[src/rtl/mbe_pkg.sv]
// Shared types and constants for the Mandelbrot escape-time unit.
`default_nettype none
package mbe_pkg;

   localparam int FRAC_BITS   = 27;
   localparam int QUEUE_DEPTH = 2;
   localparam int CSR_ADDR_W  = 5;

   // Largest iteration count per pixel
   localparam logic [8:0] ITER_MAX = 9'd256;

   // Register indexes (byte address = 4 * index)
   localparam logic [2:0] REG_START_X      = 3'd0;
   localparam logic [2:0] REG_START_Y      = 3'd1;
   localparam logic [2:0] REG_STEP_SIZE    = 3'd2;
   localparam logic [2:0] REG_MAX_ITER     = 3'd3;
   localparam logic [2:0] REG_ESCAPE_LIMIT = 3'd4;

   // Register reset values
   localparam logic [31:0] START_X_RESET      = 32'd0;
   localparam logic [31:0] START_Y_RESET      = 32'd0;
   localparam logic [30:0] STEP_SIZE_RESET    = 31'd0;
   localparam logic [8:0]  MAX_ITER_RESET     = 9'd256;
   localparam logic [30:0] ESCAPE_LIMIT_RESET = 31'd671088640;

   // One classified pixel: the point c and its starting count
   typedef struct packed {
      logic signed [31:0] cx;
      logic signed [31:0] cy;
      logic [8:0]         count;
   } c_word_type;

endpackage
`default_nettype wire

[src/rtl/mbe_queue.sv]
// Small FIFO between the front stage and the iteration engine.
`default_nettype none
module mbe_queue #(
   parameter int DEPTH = mbe_pkg::QUEUE_DEPTH
) (
   input  wire logic                 clock,
   input  wire logic                 reset,
   input  wire logic                 in_valid,
   output logic                      in_ready,
   input  wire mbe_pkg::c_word_type  in_word,
   output logic                      out_valid,
   input  wire logic                 out_ready,
   output mbe_pkg::c_word_type       out_word
);

   localparam int PTR_W = (DEPTH > 1) ? $clog2(DEPTH) : 1;
   localparam int CNT_W = $clog2(DEPTH + 1);

   mbe_pkg::c_word_type mem_ff [DEPTH];
   logic [PTR_W-1:0]    wr_ptr_ff, wr_ptr_in, rd_ptr_ff, rd_ptr_in;
   logic [CNT_W-1:0]    cnt_ff, cnt_in;
   logic                push, pop;

   assign in_ready  = cnt_ff != CNT_W'(DEPTH);
   assign out_valid = cnt_ff != '0;
   assign push      = in_valid && in_ready;
   assign pop       = out_valid && out_ready;
   assign out_word  = mem_ff[rd_ptr_ff];

   always_comb begin
      wr_ptr_in = wr_ptr_ff;
      rd_ptr_in = rd_ptr_ff;
      cnt_in    = cnt_ff;
      if (push) begin
         wr_ptr_in = (wr_ptr_ff == PTR_W'(DEPTH - 1)) ? '0 : wr_ptr_ff + 1'b1;
      end
      if (pop) begin
         rd_ptr_in = (rd_ptr_ff == PTR_W'(DEPTH - 1)) ? '0 : rd_ptr_ff + 1'b1;
      end
      if (push && !pop) begin
         cnt_in = cnt_ff + 1'b1;
      end else if (pop && !push) begin
         cnt_in = cnt_ff - 1'b1;
      end
   end

   always_ff @(posedge clock) begin
      if (reset) begin
         wr_ptr_ff <= '0;
         rd_ptr_ff <= '0;
         cnt_ff    <= '0;
      end else begin
         wr_ptr_ff <= wr_ptr_in;
         rd_ptr_ff <= rd_ptr_in;
         cnt_ff    <= cnt_in;
      end
   end

   always_ff @(posedge clock) begin
      if (push) begin
         mem_ff[wr_ptr_ff] <= in_word;
      end
   end

   a_fill_bound: assert property (@(posedge clock) disable iff (reset)
      cnt_ff <= CNT_W'(DEPTH))
      else $error("queue fill count above depth");

   a_ptr_gap: assert property (@(posedge clock) disable iff (reset)
      (cnt_ff == '0) |-> (wr_ptr_ff == rd_ptr_ff))
      else $error("queue empty with pointers apart");

endmodule
`default_nettype wire

[config.mk]
export PLATFORM = sky130hd
export DESIGN_NAME = mbe_queue
export DESIGN_NICKNAME = d
export VERILOG_FILES = /design/src/rtl/mbe_pkg.sv /design/src/rtl/mbe_queue.sv
export SDC_FILE = /design/constraint.sdc
export NUM_CORES = 1
export LEC_CHECK = 0
export BUFFER_PORTS_ARGS = -buffer_cell sky130_fd_sc_hd__buf_2
export CORE_ASPECT_RATIO = 1.25
export CORE_MARGIN = 5
export CORE_UTILIZATION = 30
export CTS_CLUSTER_SIZE = 24
export DETAILED_ROUTE_END_ITERATION = 10
export PLACE_DENSITY = 0.62
export SYNTH_ARGS = -nofsm -noshare
export SYNTH_HDL_FRONTEND = slang
export SYNTH_SLANG_ARGS = --single-unit
[constraint.sdc]
create_clock -name clock -period 2.8 [get_ports clock]
set_clock_uncertainty 0.1 [all_clocks]
set_input_delay 0.42 -clock clock [delete_from_list [all_inputs] [get_ports clock]]
set_output_delay 0.42 -clock clock [all_outputs]
set_load 0.02 [all_outputs]
==> results.txt <==
In this run the power spent charging and discharging nets is 0.00199 W. For the initial cell density of the core, the log shows 30.4%. The synthesized design contains 151 register bits. In this run the standard cell core region covers 0.0180 mm².

Row count: 55. The tools report the nature of the critical path endpoint as an output pin. The clock latency at the later pin of the worst-skew pair came out at 410 ps.

The worst hold path depth came out at 1. The tools report the required time reported for the critical path endpoint as 2280 ps. The run finished with clean final reports. The first global-routing pass estimated 16100 µm of wire.

After synthesis the cells add up to 0.00549 mm². The number of vias after detailed routing was 2835. Net switching is 28.8% of the power. Across the run, the number of max-cap violations was 0. The internal power of the cells totals 0.00492 W. From synthesis to final layout, the design area changed by 30.0%. The total power came out at 0.00691 W. The share of the clock period used by the worst path is 85.7%, and the total count of hold-check failures in the final report is 0. Sequential elements use 81.7% of the synthesized area. Dividing the detail-routed wire length by the instance count gives 16.1 µm. For the max-slew violation count, the log shows 0. Counting cells, the worst reg-to-reg path comes to 3. The run gives 24.4% as the combinational cell fraction of total power. STA puts the critical path data arrival time at 1880 ps. The share of total power in sequential cells was 42.8%; the number of levels the H-tree was split into was 4. Hold repair after CTS inserted 0 buffers.

The synthesized netlist contains 18 unique library cells. Using the TritonRoute via totals, the vias-per-cell ratio works out to 4.30. The initial antenna violation count is 0, and the worst slew slack as a fraction of its limit is 61.5%. Summed over all cells, the static leakage comes to 2.64 nW. Setup repair after global routing left no endpoint under its margin. For the finished layout, the period the worst path requires is 2400 ps.

The logs give 3185 for the via count of the first global-routing pass and 400 ps for the post-route worst setup slack. Clock-pin slew was measured on the worst setup and hold paths at 60 ps. The count of routing violations after the opening detailed-route iteration is 96.

Setup total negative slack on the finished layout was measured at 0 ps. The repair_antennas step left the layout with diodes totalling 0. Detailed placement finished with a half-perimeter wire length of 7150 µm. Number of cells upsized or downsized after cts: 0. The wire length reported by the detailed router came out at 10600 µm.

The run gives 417 MHz as the timing-limited maximum frequency. Number of nets still failing antenna checks after routing: 0. The clock root buffer is sky130_fd_sc_hd__clkbuf_16. In this run the mean area of a mapped cell was 21.9 µm². For this design the top-level I/O count stands at 152. Yosys mapped a number of flops with a built-in enable equal to 146.

In this run the vertical extent of the chip is 161 µm. The die is 131 µm wide. The run gives 0 as the total of warnings raised by yosys. The tools report the worst-case vdd ir drop as 0.600 mV.

At the placement stage, the worst setup path has a slack of 793 ps. Entering global routing, the biggest net connects 44 pins. The run gives 0 as the post-detailed-route DRC marker count.

Leading register cell type out of synthesis: sky130_fd_sc_hd__edfxtp_1. Clock tree synthesis inserted a total of 17 buffers. The number of clock sinks is 151. The run gives 0.0211 mm² as the overall die area. Counting every net in the synthesized netlist gives 329. In this run the worst hold path is classified as in -> reg.

The total power divided by cell area was 969 mW/mm². TritonCTS built the clock tree. The classification of the worst setup path is reg -> out. Setup violations remaining at the end of the flow were counted as 0. The cell count after synthesis came out at 251.

The number of buffer cells added on primary ports is 151. The net count reported at finish was 496. At the pin with the least slew margin, the transition time is 578 ps. Of the cells placed in the final design, the portion with a size suffix greater than 1 is 61.0%. Global routing used 10.4% of the available tracks.

The share of flip-flops with an asynchronous set or reset came out at 0%. The number of buffers inserted to repair setup after CTS was 0. In this run the deepest clock path goes through 2 buffers.

For this run, the detailed router's first-pass iteration total came to 4. The clock network is responsible for 32.8% of the overall power. Summed over all layers, the global routing overflow is 0. The weighted congestion reported at the end of routability-driven placement came out at 0.679.

The worst setup path is launched from a register. Of all nets on the critical path, the largest fanout is 29.
==> power groups by stage <==
stage,Combinational [W],Clock (W),Sequential (W)
global route,0.00181,0.00243,0.00299
global placement,0.00169,0,0.00299
detailed placement,0.00172,0,0.00301
CTS,0.00173,0.00234,0.00296
finish,0.00169,0.00227,0.00295
floorplan,0.00122,0,0.00293
==> sequential cells by signal, indices dropped and copies added, names as in the netlist, named ones only <==
signal / flops
mem_ff: 146
cnt_ff: 2
rd_ptr_ff: 1
wr_ptr_ff: 1
==> path summary, 6_finish.rpt <==
path         slack, ps       endpoint   startpoint
min                 90  mem_ff[1][20]  in_word[20]
min reg2reg        410      rd_ptr_ff    rd_ptr_ff
max reg2reg        870  mem_ff[1][45]    cnt_ff[0]
max                400   out_word[11]     register
==> metrics by stage <==
step	hold WS (ps)	instance area [µm²]	cells	utilization, %
finish	88.3	7130	659	39.5
global route	58.9	7130	659	39.5
CTS	59.9	7130	659	39.5
detailed placement	398	6540	627	36.3
global placement	386	6540	627	36.3
floorplan	371	5490	251	-
==> cell families (layout without fill, tap and decap cells) <==
kind of cell | Yosys count | count (layout) | synth area share, %
muxes | 73 | 73 | 15.0
and+or+nand+nor | 9 | 9 | 0.913
AOI/OAI and AO/OA | 5 | 5 | 0.547
DFF | 151 | 151 | 81.7
adders and majority gates | 1 | 1 | 0.228
buffers and inverters | 9 | 189 | 1.12
xor gates and xnor gates | 3 | 3 | 0.479
==> critical path: stages, from the launching register on <==
cell and delay [ps]:
sky130_fd_sc_hd__dfxtp_4 610, sky130_fd_sc_hd__buf_4 320, sky130_fd_sc_hd__mux2_2 370, sky130_fd_sc_hd__buf_2 160
==> synth_stat cells (2+ instances only) <==
| library cell | count | area share (%) |
|---|---|---|
| sky130_fd_sc_hd__o21ai_0 | 2 | 0.18 |
| sky130_fd_sc_hd__a21oi_1 | 2 | 0.18 |
| sky130_fd_sc_hd__buf_4 | 7 | 0.96 |
| sky130_fd_sc_hd__edfxtp_1 | 146 | 80 |
| sky130_fd_sc_hd__dfxtp_1 | 5 | 1.8 |
| sky130_fd_sc_hd__mux2_2 | 73 | 15 |
| sky130_fd_sc_hd__xor2_1 | 3 | 0.48 |
| sky130_fd_sc_hd__nor2_1 | 3 | 0.21 |
==> layout by cell type (no fill, tap or decap), types with 2 or more instances in the layout <==
| master | n |
|---|---|
| sky130_fd_sc_hd__clkbuf_1 | 2 |
| sky130_fd_sc_hd__edfxtp_1 | 146 |
| sky130_fd_sc_hd__a21oi_1 | 2 |
| sky130_fd_sc_hd__bufinv_16 | 3 |
| sky130_fd_sc_hd__clkbuf_16 | 17 |
| sky130_fd_sc_hd__buf_4 | 3 |
| sky130_fd_sc_hd__o21ai_0 | 2 |
| sky130_fd_sc_hd__buf_2 | 151 |
| sky130_fd_sc_hd__clkinv_2 | 5 |
| sky130_fd_sc_hd__dfxtp_1 | 4 |
| sky130_fd_sc_hd__clkinv_4 | 2 |
| sky130_fd_sc_hd__clkinvlp_4 | 2 |
| sky130_fd_sc_hd__nor2_1 | 3 |
| sky130_fd_sc_hd__buf_12 | 2 |
| sky130_fd_sc_hd__mux2_2 | 73 |
| sky130_fd_sc_hd__xor2_1 | 3 |
==> area by class of cell <==
type	count	area (µm²)
Sequential cell	151	4490
Inverter	1	5.00
Multi-Input combinational cell	91	946
Timing Repair Buffer	156	818
Tap cell	228	285
Clock inverter	13	155
Clock buffer	19	433
Fill cell	1701	10900
==> layer usage <==
metal / wire length (µm) / track usage [%]
met4: 169 / 5.47
met5: 0 / 0
met3: 659 / 3.80
met2: 5950 / 18.7
met1: 3850 / 10.1
Power figures use the tool's default switching activity.
