**src/rtl/mbe_pkg.sv**
```systemverilog
// Shared types and constants for the Mandelbrot escape-time unit.
`default_nettype none
package mbe_pkg;

   localparam int FRAC_BITS   = 27;
   localparam int QUEUE_DEPTH = 2;
   localparam int CSR_ADDR_W  = 5;

   // Largest iteration count per pixel
   localparam logic [8:0] ITER_MAX = 9'd256;

   // Register indexes (byte address = 4 * index)
   localparam logic [2:0] REG_START_X      = 3'd0;
   localparam logic [2:0] REG_START_Y      = 3'd1;
   localparam logic [2:0] REG_STEP_SIZE    = 3'd2;
   localparam logic [2:0] REG_MAX_ITER     = 3'd3;
   localparam logic [2:0] REG_ESCAPE_LIMIT = 3'd4;

   // Register reset values
   localparam logic [31:0] START_X_RESET      = 32'd0;
   localparam logic [31:0] START_Y_RESET      = 32'd0;
   localparam logic [30:0] STEP_SIZE_RESET    = 31'd0;
   localparam logic [8:0]  MAX_ITER_RESET     = 9'd256;
   localparam logic [30:0] ESCAPE_LIMIT_RESET = 31'd671088640;

   // One classified pixel: the point c and its starting count
   typedef struct packed {
      logic signed [31:0] cx;
      logic signed [31:0] cy;
      logic [8:0]         count;
   } c_word_type;

endpackage
`default_nettype wire

```
**src/rtl/mbe_front.sv**
```systemverilog
// Front stage: accepts a pixel, maps it to the point c and clamps the count.
`default_nettype none
module mbe_front (
   input  wire logic               clock,
   input  wire logic               reset,
   input  wire logic               req_valid,
   output logic                    req_ready,
   input  wire logic [9:0]         req_row,
   input  wire logic [9:0]         req_col,
   input  wire logic signed [31:0] start_x,
   input  wire logic signed [31:0] start_y,
   input  wire logic [30:0]        step_size,
   input  wire logic [8:0]         max_iter,
   output logic                    word_valid,
   input  wire logic               word_ready,
   output mbe_pkg::c_word_type     word
);

   logic                valid_ff, valid_in;
   mbe_pkg::c_word_type word_ff, word_in;
   logic [40:0]         col_prod, row_prod;
   logic                take;

   assign req_ready  = !valid_ff || word_ready;
   assign take       = req_valid && req_ready;
   assign word_valid = valid_ff;
   assign word       = word_ff;

   always_comb begin
      col_prod = 41'(req_col) * 41'(step_size);
      row_prod = 41'(req_row) * 41'(step_size);
      word_in.cx = start_x - $signed(col_prod[31:0]);
      word_in.cy = start_y - $signed(row_prod[31:0]);
      priority if (max_iter == 9'd0) begin
         word_in.count = 9'd1;
      end else if (max_iter > mbe_pkg::ITER_MAX) begin
         word_in.count = mbe_pkg::ITER_MAX;
      end else begin
         word_in.count = max_iter;
      end
      valid_in = take || (valid_ff && !word_ready);
   end

   always_ff @(posedge clock) begin
      if (reset) begin
         valid_ff <= 1'b0;
      end else begin
         valid_ff <= valid_in;
      end
   end

   always_ff @(posedge clock) begin
      if (take) begin
         word_ff <= word_in;
      end
   end

endmodule
`default_nettype wire

```
**config.mk**
```make
export PLATFORM = sky130hd
export DESIGN_NAME = mbe_front
export DESIGN_NICKNAME = d
export VERILOG_FILES = /design/src/rtl/mbe_pkg.sv /design/src/rtl/mbe_front.sv
export SDC_FILE = /design/constraint.sdc
export NUM_CORES = 1
export LEC_CHECK = 0
export BUFFER_PORTS_ARGS = -buffer_cell sky130_fd_sc_hd__buf_2
export CAP_MARGIN = 30
export CELL_PAD_IN_SITES_DETAIL_PLACEMENT = 0
export CELL_PAD_IN_SITES_GLOBAL_PLACEMENT = 1
export CORE_MARGIN = 2
export CORE_UTILIZATION = 40
export CTS_BUF_LIST = sky130_fd_sc_hd__clkbuf_2 sky130_fd_sc_hd__clkbuf_4 sky130_fd_sc_hd__clkbuf_8
export DETAILED_ROUTE_END_ITERATION = 16
export HOLD_SLACK_MARGIN = 0.1
export PLACE_DENSITY = 0.84
export SKIP_LAST_GASP = 1
export SLEW_MARGIN = 20
export SYNTH_ARGS = -nofsm -noshare
export SYNTH_HDL_FRONTEND = slang
export SYNTH_SLANG_ARGS = --single-unit
export TNS_END_PERCENT = 50
```
**constraint.sdc**
```tcl
create_clock -name clock -period 6.1 [get_ports clock]
set_clock_uncertainty 0.1 [all_clocks]
set_input_delay 0.61 -clock clock [delete_from_list [all_inputs] [get_ports clock]]
set_output_delay 0.61 -clock clock [all_outputs]
set_load 0.02 [all_outputs]
```
==> reports/summary.txt, run 1 <==
PLACE
---------------------------------------------------------------------------------
Placed insts .......................................................        2,993
Count of buffers inserted at the top-level ports ...................          202
Final weighted congestion in routability-driven placement ..........       0.9081
Post-DP HPWL .......................................................    41,710 um
Setup slack after placement ........................................   -0.2063 ns

ROUTE
---------------------------------------------------------------------------------
Average detailed-routed wire length per instance ...................     16.35 um
Final routed wirelength across all metal layers ....................    49,260 um
Number of remaining DRC errors .....................................            0
Via total after detailed routing ...................................       14,787
Final ANT Viol Nets ................................................            0
Mean number of vias per cell .......................................        4.908
Number of detailed-route iterations in the first pass ..............            5
DRT iter0 DRCs .....................................................          839

STA
---------------------------------------------------------------------------------
Hold Vio Cnt, Final ................................................            0
Final critical path time including I/O delays and setup ............     5.832 ns
F_max ..............................................................    171.5 MHz
Final cycle utilization of the critical path .......................       95.61%
Setup violators final ..............................................            0
Final setup margin .................................................    0.2679 ns
Pins over their slew limit .........................................            0
Relative slew margins ..............................................       61.64%
Slew at the pin closest to its max-slew limit ......................    0.5754 ns
RSZ-0062 raised after global routing ...............................        false

GLOBAL ROUTE
---------------------------------------------------------------------------------
Maximum number of pins on one net before global-route repair .......           74
Wire length of the first global-routing pass .......................    81,740 um
Total GRT Usage ....................................................       19.96%
Initial antenna violation count ....................................            6
Via count of the first global-routing pass .........................       16,407
Remaining Overflow, GRT ............................................            0

YOSYS
---------------------------------------------------------------------------------
Number of enable flip-flop cells after synthesis ...................           73
Number of nets in the synthesized netlist ..........................        2,797
Top cells by area, synth ........................................... sky130_fd_sc_hd__fa_1 (46%), sky130_fd_sc_hd__edfxtp_1 (11%), sky130_fd_sc_hd__and2_1 (10%), sky130_fd_sc_hd__inv_1 (7.9%), sky130_fd_sc_hd__ha_1 (6.6%)
Most frequently used flop master after synthesis ................... sky130_fd_sc_hd__edfxtp_1
Number of library cell types mapped by synthesis ...................           54
Area share of the largest cell type after synthesis ................       45.64%
Cell area after technology mapping ................................. 0.02018 mm^2
Warnings from Yosys ................................................            0
Cell accounting for the most synthesized area ...................... sky130_fd_sc_hd__fa_1
Mapped Avg Cell Area ...............................................   9.594 um^2
Number of instances in the synthesized netlist .....................        2,103
Flops & latches, synth .............................................           74
Register area share after synthesis ................................       10.96%
Async set or reset register ratio after synthesis ..................           0%

FINAL LAYOUT
---------------------------------------------------------------------------------
Most common library cell in the layout ignoring fill and taps ...... sky130_fd_sc_hd__fa_1
Most frequent cells in the layout .................................. sky130_fd_sc_hd__fa_1 (460), sky130_fd_sc_hd__inv_1 (424), sky130_fd_sc_hd__and2_1 (331)
Synth-to-layout area growth ........................................       13.13%
Fraction of final layout cells with drive strength greater than 1 ..       15.06%
Post-route non-filler standard cell count ..........................        3,013
Net count, final ...................................................        3,027

WORST SETUP PATH
---------------------------------------------------------------------------------
Master of the slowest instance on the critical path ................ sky130_fd_sc_hd__fa_1
Crit Path Max Fanout ...............................................           13
Cell mode on critical path ......................................... sky130_fd_sc_hd__fa_1
Startpoint of the worst setup timing path ..........................   req_row[1]
CP peak stage delay ................................................      0.54 ns
Crit end category ..................................................     register
Worst r2r path cells ...............................................            3
Crit-path cells .................................................... buf_2 > and2_1 > fa_1 > inv_1 > fa_1 > inv_1 > fa_1 > fa_1 > fa_1 > inv_1 > ha_1 > a211oi_1 > o21ai_0 > a221oi_1 > o31ai_2 > a32oi_1 > a211oi_1 > a211o_1 > a21oi_1 > xnor2_1
Crit start category ................................................   input port
Data required time of the critical path ............................      6.20 ns
Arrival time at the worst endpoint .................................      5.93 ns
Setup CP Type ......................................................    in -> reg
FF-to-FF Start .....................................................   word_valid
Worst R2R Setup Slack ..............................................      4.45 ns

MIN PATH
---------------------------------------------------------------------------------
Start point of the worst hold path .................................        reset
Cells on Worst Hold Path ...........................................            2
Class of the worst hold path .......................................    in -> reg

FLOORPLAN
---------------------------------------------------------------------------------
Overall die width ..................................................     228.6 um
Floorplan die height ...............................................     228.6 um
Core area .......................................................... 0.04997 mm^2
Starting utilization of the core area ..............................       40.38%
Standard-cell rows .................................................           82
Full die area ...................................................... 0.05225 mm^2
Number of ports placed on the die boundary .........................          203

CLOCK NETWORK
---------------------------------------------------------------------------------
TritonCTS clock tree ...............................................        built
CTS sink count .....................................................           74
Number of buffers created by CTS ...................................            9
Clock Tree Root .................................................... sky130_fd_sc_hd__clkbuf_8
Clock slew seen by the registers of the worst setup and hold paths .      0.10 ns
Clock latency reported for the late side of the worst-skew pair ....      0.43 ns
Maximum root-to-sink buffer count ..................................            2
Maximum level of the CTS H-tree ....................................            3
Hold_buf cts .......................................................            0

OUTCOME
---------------------------------------------------------------------------------
Outcome ............................................................ complete, no violations

RUN
---------------------------------------------------------------------------------
# Max-Cap Violations ...............................................            0

per-layer routing:
layer / track usage (%) / vias to the layer above / share of wire [%]
li1: - / 6723 / -
met1: 24.22 / 7574 / 40
met2: 35.64 / 408 / 52
met3: 3.980 / 76 / 6.1
met4: 6.127 / 6 / 2.3
met5: 0 / - / 0.071
metrics by stage:
step | TNS, ns | hold WS (ns) | instance area, um^2 | util (%)
5_1_grt | 0 | 0.2019 | 22820 | 45.68
4_1_cts | 0 | 0.1891 | 22790 | 45.62
2_1_floorplan | 0 | 0.5791 | 20180 | -
3_3_place_gp | -0.2940 | 0.3945 | 22550 | 45.12
6_report | 0 | 0.2309 | 22830 | 45.68
3_5_place_dp | -0.7010 | 0.4132 | 22550 | 45.12
worst max-delay path: cells and delay by family:
family | cells | cell delay [ns]
fa+ha+maj | 6 | 2.77
compound gates | 8 | 1.89
buf+inv | 4 | 0.34
simple gates | 1 | 0.22
xor+xnor | 1 | 0.08
cells by family (layout without fill, tap and decap cells):
kind of cell    after synthesis  in the layout  share of synthesized area, %
flops                        74             74                         10.96
simple gates                677            677                         17.33
fa+ha+maj                   566            566                         52.22
xor+xnor                     93             93                         4.037
other cells                   0              3                             0
buf+inv                     526            761                         9.786
compound gates              167            167                         5.668
final cells by class:
class                   instances  area [um^2]
clock buffers                   9        123.9
clock inverters                 7        123.9
inverters                     424         1592
well taps                     672        840.8
diodes                          3        7.507
flip-flops and latches         74         2212
fillers                      4855        27140
multi-input cells            1503        16000
repair buffers                321         1929
sequential cells by signal, indices dropped and copies added, names as in the netlist:
register    count
word           73
word_valid      1
path summary, 6_finish.rpt:
| kind | end |
|---|---|
| setup reg to reg | word[62] |
| setup / recovery | word[40] |
| hold / removal | word_valid |
| hold reg to reg | word_valid |
synthesized netlist by cell type (3+ instances only):
cell / n
sky130_fd_sc_hd__fa_1: 460
sky130_fd_sc_hd__ha_1: 106
sky130_fd_sc_hd__nor2_1: 32
sky130_fd_sc_hd__o21bai_1: 6
sky130_fd_sc_hd__nor2b_1: 3
sky130_fd_sc_hd__a211o_1: 4
sky130_fd_sc_hd__and4_1: 3
sky130_fd_sc_hd__a21oi_1: 55
sky130_fd_sc_hd__xnor2_1: 68
sky130_fd_sc_hd__o21a_1: 16
sky130_fd_sc_hd__a211oi_1: 4
sky130_fd_sc_hd__nand2b_1: 9
sky130_fd_sc_hd__o211ai_1: 9
sky130_fd_sc_hd__nand4_1: 4
sky130_fd_sc_hd__xor2_1: 25
sky130_fd_sc_hd__inv_1: 424
sky130_fd_sc_hd__a21o_1: 23
sky130_fd_sc_hd__nand3_1: 10
sky130_fd_sc_hd__edfxtp_1: 73
sky130_fd_sc_hd__and3_1: 5
sky130_fd_sc_hd__o21ai_0: 20
sky130_fd_sc_hd__nor3_1: 9
sky130_fd_sc_hd__and2_1: 332
sky130_fd_sc_hd__a31oi_1: 4
sky130_fd_sc_hd__clkbuf_1: 102
sky130_fd_sc_hd__nand2_1: 261
repair_timing:
action | in CTS | in global routing
buffers inserted | 0 | 0
gates resized for setup | 0 | 1
endpoints found under the setup margin | 0 | 1
Power of run 1 is left out: the tool's default activity adds up to more than one toggle a clock period on the data nets, which glitch-free logic cannot reach.
==> inputs of run 2 (changes only) <==
Settings changed: ABC_AREA set to 1, PLACE_DENSITY 0.84 to 0.86.
==> reports/summary.txt, run 2 <==
YOSYS
---------------------------------------------------------------------------------
Most frequent cell after synthesis ................................. sky130_fd_sc_hd__inv_1
Async set or reset register ratio after synthesis ..................           0%
Most frequently used flop master after synthesis ................... sky130_fd_sc_hd__edfxtp_1
Cell accounting for the most synthesized area ...................... sky130_fd_sc_hd__fa_1
Number of library cell types mapped by synthesis ...................           38
Register area share after synthesis ................................       10.13%
Area share of the largest cell type after synthesis ................       42.16%
Cell types with the highest counts after synthesis ................. sky130_fd_sc_hd__inv_1 (859), sky130_fd_sc_hd__nand2_1 (803), sky130_fd_sc_hd__fa_1 (460)
Flops & latches, synth .............................................           74
Mapped Avg Cell Area ...............................................   7.704 um^2
Warnings from Yosys ................................................            0
Cell area after technology mapping ................................. 0.02184 mm^2
Top cells by area, synth ........................................... sky130_fd_sc_hd__fa_1 (42%), sky130_fd_sc_hd__inv_1 (15%), sky130_fd_sc_hd__nand2_1 (14%), sky130_fd_sc_hd__edfxtp_1 (10%), sky130_fd_sc_hd__ha_1 (6.1%)
Number of enable flip-flop cells after synthesis ...................           73
Number of nets in the synthesized netlist ..........................        3,529
Number of instances in the synthesized netlist .....................        2,835

STA
---------------------------------------------------------------------------------
RSZ-0062 raised after global routing ...............................        false
Setup violators final ..............................................            0
Final critical path time including I/O delays and setup ............     5.461 ns
Final setup margin .................................................    0.6385 ns
Slew at the pin closest to its max-slew limit ......................    0.7396 ns
Pins over their slew limit .........................................            0
Post-route setup TNS ...............................................         0 ns
F_max ..............................................................    183.1 MHz
Final cycle utilization of the critical path .......................       89.53%
Relative slew margins ..............................................       50.69%
Hold Vio Cnt, Final ................................................            0
WHS ................................................................    0.2334 ns

WORST SETUP PATH
---------------------------------------------------------------------------------
Reg2reg end ........................................................     word[28]
Worst path buffer plus inverter count ..............................            5
Stages on worst setup path .........................................           20
Crit-path leading delay family .....................................  adder cells
Cell mode on critical path ......................................... sky130_fd_sc_hd__fa_1
Crit path capture ..................................................     word[40]
Setup CP Type ......................................................    in -> reg
Data required time of the critical path ............................      6.19 ns
CP peak stage delay ................................................      0.56 ns
Crit-path cells .................................................... buf_2 > nand2_1 > fa_1 > inv_1 > fa_1 > fa_1 > fa_1 > fa_1 > inv_1 > ha_1 > nand2_1 > inv_1 > a21oi_1 > o21ai_0 > inv_1 > nand2_2 > nand2_1 > nand3_1 > nand3_1 > nand2_1
Crit end category ..................................................     register
Arrival time at the worst endpoint .................................      5.55 ns
Startpoint of the worst setup timing path ..........................   req_row[4]
Worst R2R Setup Slack ..............................................      4.36 ns
Worst r2r path cells ...............................................            2
Crit start category ................................................   input port
Master of the slowest instance on the critical path ................ sky130_fd_sc_hd__fa_1
FF-to-FF Start .....................................................   word_valid
Crit Path Max Fanout ...............................................           28

FLOORPLAN
---------------------------------------------------------------------------------
Standard-cell rows .................................................           85
Full die area ...................................................... 0.05649 mm^2
Floorplan die height ...............................................     237.7 um
Core area .......................................................... 0.05392 mm^2
Starting utilization of the core area ..............................       40.51%
Overall die width ..................................................     237.7 um
Number of ports placed on the die boundary .........................          203

ROUTE
---------------------------------------------------------------------------------
Number of detailed-route iterations in the first pass ..............            5
Final routed wirelength across all metal layers ....................    56,640 um
Number of remaining DRC errors .....................................            0
Mean number of vias per cell .......................................        4.747
DRT iter0 DRCs .....................................................        1,009
Final ANT Viol Nets ................................................            0
Via total after detailed routing ...................................       17,360
Average detailed-routed wire length per instance ...................     15.49 um

MIN PATH
---------------------------------------------------------------------------------
Class of the worst hold path .......................................    in -> reg

GLOBAL ROUTE
---------------------------------------------------------------------------------
Wire length of the first global-routing pass .......................    93,270 um
Maximum number of pins on one net before global-route repair .......           44
Total GRT Usage ....................................................       21.14%
Via count of the first global-routing pass .........................       18,022
Remaining Overflow, GRT ............................................            0
Initial antenna violation count ....................................            4

CLOCK NETWORK
---------------------------------------------------------------------------------
Number of cells upsized or downsized after cts .....................            0
Number of buffers created by CTS ...................................            9
Maximum root-to-sink buffer count ..................................            2
Setup fix buffers added after clock tree synthesis .................            0
CTS sink count .....................................................           74
Clock slew seen by the registers of the worst setup and hold paths .      0.08 ns
Hold_buf cts .......................................................            0
TritonCTS clock tree ...............................................        built
Clock latency reported for the late side of the worst-skew pair ....      0.42 ns
Clock Tree Root .................................................... sky130_fd_sc_hd__clkbuf_8
Maximum level of the CTS H-tree ....................................            3

FINAL LAYOUT
---------------------------------------------------------------------------------
Largest register FFs ...............................................           73
Most frequent cells in the layout .................................. sky130_fd_sc_hd__inv_1 (859), sky130_fd_sc_hd__nand2_1 (803), sky130_fd_sc_hd__fa_1 (460)
Fraction of final layout cells with drive strength greater than 1 ..       8.854%
Post-route non-filler standard cell count ..........................        3,657
Net count, final ...................................................        3,648
Synth-to-layout area growth ........................................       8.312%
Total of fill cells in the finished design .........................        5,427
Most common library cell in the layout ignoring fill and taps ...... sky130_fd_sc_hd__inv_1

PLACE
---------------------------------------------------------------------------------
Count of buffers inserted at the top-level ports ...................          202
Post-DP HPWL .......................................................    46,140 um
Final weighted congestion in routability-driven placement ..........       0.9034
Placed insts .......................................................        3,638
Setup slack after placement ........................................    0.2303 ns

RUN
---------------------------------------------------------------------------------
# Max-Cap Violations ...............................................            0

OUTCOME
---------------------------------------------------------------------------------
Outcome ............................................................ complete, no violations

run 2: cell count changes in the layout (fill, tap and decap cells not counted), sizes merged, moves of 10 or more:
cell,previous run,this run
a21oi,56,84
xor2,25,38
and2,332,0
o21a,16,3
xnor2,68,13
inv,426,862
nand2,261,811
nor2,32,84
buf,321,219
nand3,10,76
a21o,23,13
o21ai,21,37
run 2: worst min path at each step:
| stage | from | end | slack (ns) | cells after the start |
|---|---|---|---|---|
| floorplan | reset | word_valid | 0.58 | 1 |
| global placement | word_valid | word_valid | 0.42 | 2 |
| detailed placement | word_valid | word_valid | 0.42 | 2 |
| CTS | reset | word_valid | 0.20 | 2 |
| global route | reset | word_valid | 0.23 | 2 |
| finish | reset | word_valid | 0.23 | 2 |
run 2: area by class of cell:
cell class	instances	area, um^2	area share (%)
antenna	2	5.005	0.02116
clock buffer	12	146.4	0.6188
tap	696	870.8	3.681
timing repair buffer	219	1171	4.951
multi-input combinational	1788	15970	67.52
inverter	862	3236	13.68
clock inverter	4	42.54	0.1798
sequential	74	2212	9.351
run 2: worst register-to-register path, cell delays in order (launching register included):
cell and delay [ns]:
sky130_fd_sc_hd__dfxtp_1 0.35, sky130_fd_sc_hd__a21oi_4 0.33, sky130_fd_sc_hd__buf_4 0.53
run 2: through the flow:
step | cell area, um^2 | utilization [%]
after global routing | 23650 | 43.87
final | 23660 | 43.87
after floorplan | 21840 | -
after CTS | 23620 | 43.81
after detailed placement | 23440 | 43.46
after global placement | 23440 | 43.46
run 2: kinds of logic after synthesis:
family	synth area share, %
xor gates and xnor gates	2.045
adders and majority gates	48.24
and+or+nand+nor	18.46
buffers and inverters	16.79
DFF	10.13
AOI/OAI and AO/OA	4.337
run 2: layer usage:
| layer | GRT usage [%] | up-vias | part of all wire (%) |
|---|---|---|---|
| li1 | - | 8287 | - |
| met1 | 27.81 | 8560 | 43 |
| met2 | 37.11 | 448 | 51 |
| met3 | 2.195 | 59 | 4.2 |
| met4 | 5.660 | 6 | 1.8 |
| met5 | 0 | - | 0.053 |
Power of run 2 is left out for the same reason.
==> inputs of run 3 (changes only) <==
Settings changed: PLACE_DENSITY 0.86 to 0.83.
Clock period 6.1 ns to 6.9 ns, I/O delays scaled along.
==> reports/summary.txt, run 3 (synthesis gave the netlist of run 2 again) <==
CLOCK NETWORK
---------------------------------------------------------------------------------
Clock Tree Root .................................................... sky130_fd_sc_hd__clkbuf_8
Clock slew seen by the registers of the worst setup and hold paths .      0.08 ns
Number of cells upsized or downsized after cts .....................            0
Maximum level of the CTS H-tree ....................................            3
Hold_buf cts .......................................................            0
Number of buffers created by CTS ...................................            9
Setup fix buffers added after clock tree synthesis .................            0
Clock latency reported for the late side of the worst-skew pair ....      0.42 ns
CTS sink count .....................................................           74
TritonCTS clock tree ...............................................        built
Maximum root-to-sink buffer count ..................................            2

STA
---------------------------------------------------------------------------------
Pins over their slew limit .........................................            0
F_max ..............................................................    180.6 MHz
Final critical path time including I/O delays and setup ............     5.538 ns
Relative slew margins ..............................................       52.25%
Hold Vio Cnt, Final ................................................            0
Post-route setup TNS ...............................................         0 ns
Final cycle utilization of the critical path .......................       80.26%
Setup violators final ..............................................            0
WHS ................................................................    0.3118 ns
RSZ-0062 raised after global routing ...............................        false
Slew at the pin closest to its max-slew limit ......................    0.7163 ns

FLOORPLAN
---------------------------------------------------------------------------------
Overall die width ..................................................     237.7 um
Standard-cell rows .................................................           85
Core area .......................................................... 0.05392 mm^2
Starting utilization of the core area ..............................       40.51%
Full die area ...................................................... 0.05649 mm^2
Number of ports placed on the die boundary .........................          203
Floorplan die height ...............................................     237.7 um

FINAL LAYOUT
---------------------------------------------------------------------------------
Final core utilization .............................................       43.60%
Fraction of final layout cells with drive strength greater than 1 ..       8.390%
Largest register FFs ...............................................           73
Net count, final ...................................................        3,633
Synth-to-layout area growth ........................................       7.630%
Most frequent cells in the layout .................................. sky130_fd_sc_hd__inv_1 (859), sky130_fd_sc_hd__nand2_1 (803), sky130_fd_sc_hd__fa_1 (460)
Post-route non-filler standard cell count ..........................        3,642
Most common library cell in the layout ignoring fill and taps ...... sky130_fd_sc_hd__inv_1

PLACE
---------------------------------------------------------------------------------
Count of buffers inserted at the top-level ports ...................          202
Post-DP HPWL .......................................................    45,480 um
Placed insts .......................................................        3,623
Final weighted congestion in routability-driven placement ..........       0.8961

WORST SETUP PATH
---------------------------------------------------------------------------------
Crit end category ..................................................     register
Cell mode on critical path ......................................... sky130_fd_sc_hd__fa_1
Crit-path cells .................................................... buf_2 > nand2_1 > fa_1 > inv_1 > fa_1 > fa_1 > fa_1 > fa_1 > inv_1 > ha_1 > nand2_1 > inv_1 > a21oi_1 > o21ai_0 > inv_1 > nand2_2 > nand2_1 > nand3_1 > nand3_1 > nand2_1
Worst path buffer plus inverter count ..............................            5
Data required time of the critical path ............................      6.98 ns
Crit-path leading delay family .....................................  adder cells
Master of the slowest instance on the critical path ................ sky130_fd_sc_hd__fa_1
Crit Path Max Fanout ...............................................           28
Crit start category ................................................   input port
Setup CP Type ......................................................    in -> reg
Arrival time at the worst endpoint .................................      5.62 ns
CP peak stage delay ................................................      0.56 ns

MIN PATH
---------------------------------------------------------------------------------
Class of the worst hold path .......................................    in -> reg

GLOBAL ROUTE
---------------------------------------------------------------------------------
Remaining Overflow, GRT ............................................            0
Wire length of the first global-routing pass .......................    94,410 um
Maximum number of pins on one net before global-route repair .......           74
Via count of the first global-routing pass .........................       17,952
Initial antenna violation count ....................................            3
Total GRT Usage ....................................................       21.45%

ROUTE
---------------------------------------------------------------------------------
DRT iter0 DRCs .....................................................        1,082
Average detailed-routed wire length per instance ...................     15.66 um
Number of detailed-route iterations in the first pass ..............            6
Final routed wirelength across all metal layers ....................    57,040 um
Final ANT Viol Nets ................................................            0
Via total after detailed routing ...................................       17,300
Number of remaining DRC errors .....................................            0
Mean number of vias per cell .......................................        4.750

RUN
---------------------------------------------------------------------------------
# Max-Cap Violations ...............................................            0

OUTCOME
---------------------------------------------------------------------------------
Outcome ............................................................ complete, no violations

-- run 3: cell types whose count changed in the layout (fill, tap and decap cells not counted) --
cell	before	now
sky130_fd_sc_hd__buf_12	1	0
sky130_fd_sc_hd__buf_4	15	1
sky130_fd_sc_hd__bufinv_16	1	0
sky130_fd_sc_hd__clkbuf_4	3	1
sky130_fd_sc_hd__clkinv_2	1	2
sky130_fd_sc_hd__clkinv_4	0	1
sky130_fd_sc_hd__clkinvlp_4	0	1
-- run 3: worst register-to-register path, delay by kind of cell (launching register included) --
kind,cells,cell delay [ns]
AOI/OAI and AO/OA,1,0.14
buffers and inverters,2,0.66
DFF,1,0.35
-- run 3: per-stage QoR --
stage	setup WS [ns]	area, um^2
5_1_grt	1.072	23510
3_3_place_gp	0.9801	23310
2_1_floorplan	1.595	21840
3_5_place_dp	0.9680	23310
6_report	1.362	23510
4_1_cts	1.442	23480
-- run 3: worst paths after layout --
kind         depth (start not counted)         end        from  slack, ns
max                                 20    word[40]  req_row[4]       1.36
min                                  2  word_valid       reset       0.31
max reg2reg                          3    word[27]  word_valid       5.25
min reg2reg                          2  word_valid  word_valid       0.45
-- run 3: final cells by class --
type	count	area, um^2
clock inverter	6	33.78
clock buffer	10	131.4
multi-input combinational	1788	15970
antenna	2	5.005
inverter	862	3236
tap	696	870.8
sequential	74	2212
fill	5524	30410
timing repair buffer	204	1046
-- run 3: per-layer routing --
metal / share of wire, % / vias to the layer above / GRT usage, %
met5: 0.023 / - / 0
met4: 1.3 / 2 / 4.250
met1: 43 / 8541 / 28.55
li1: - / 8247 / -
met3: 5.3 / 40 / 2.230
met2: 51 / 470 / 37.98
Power of run 3 is left out for the same reason.
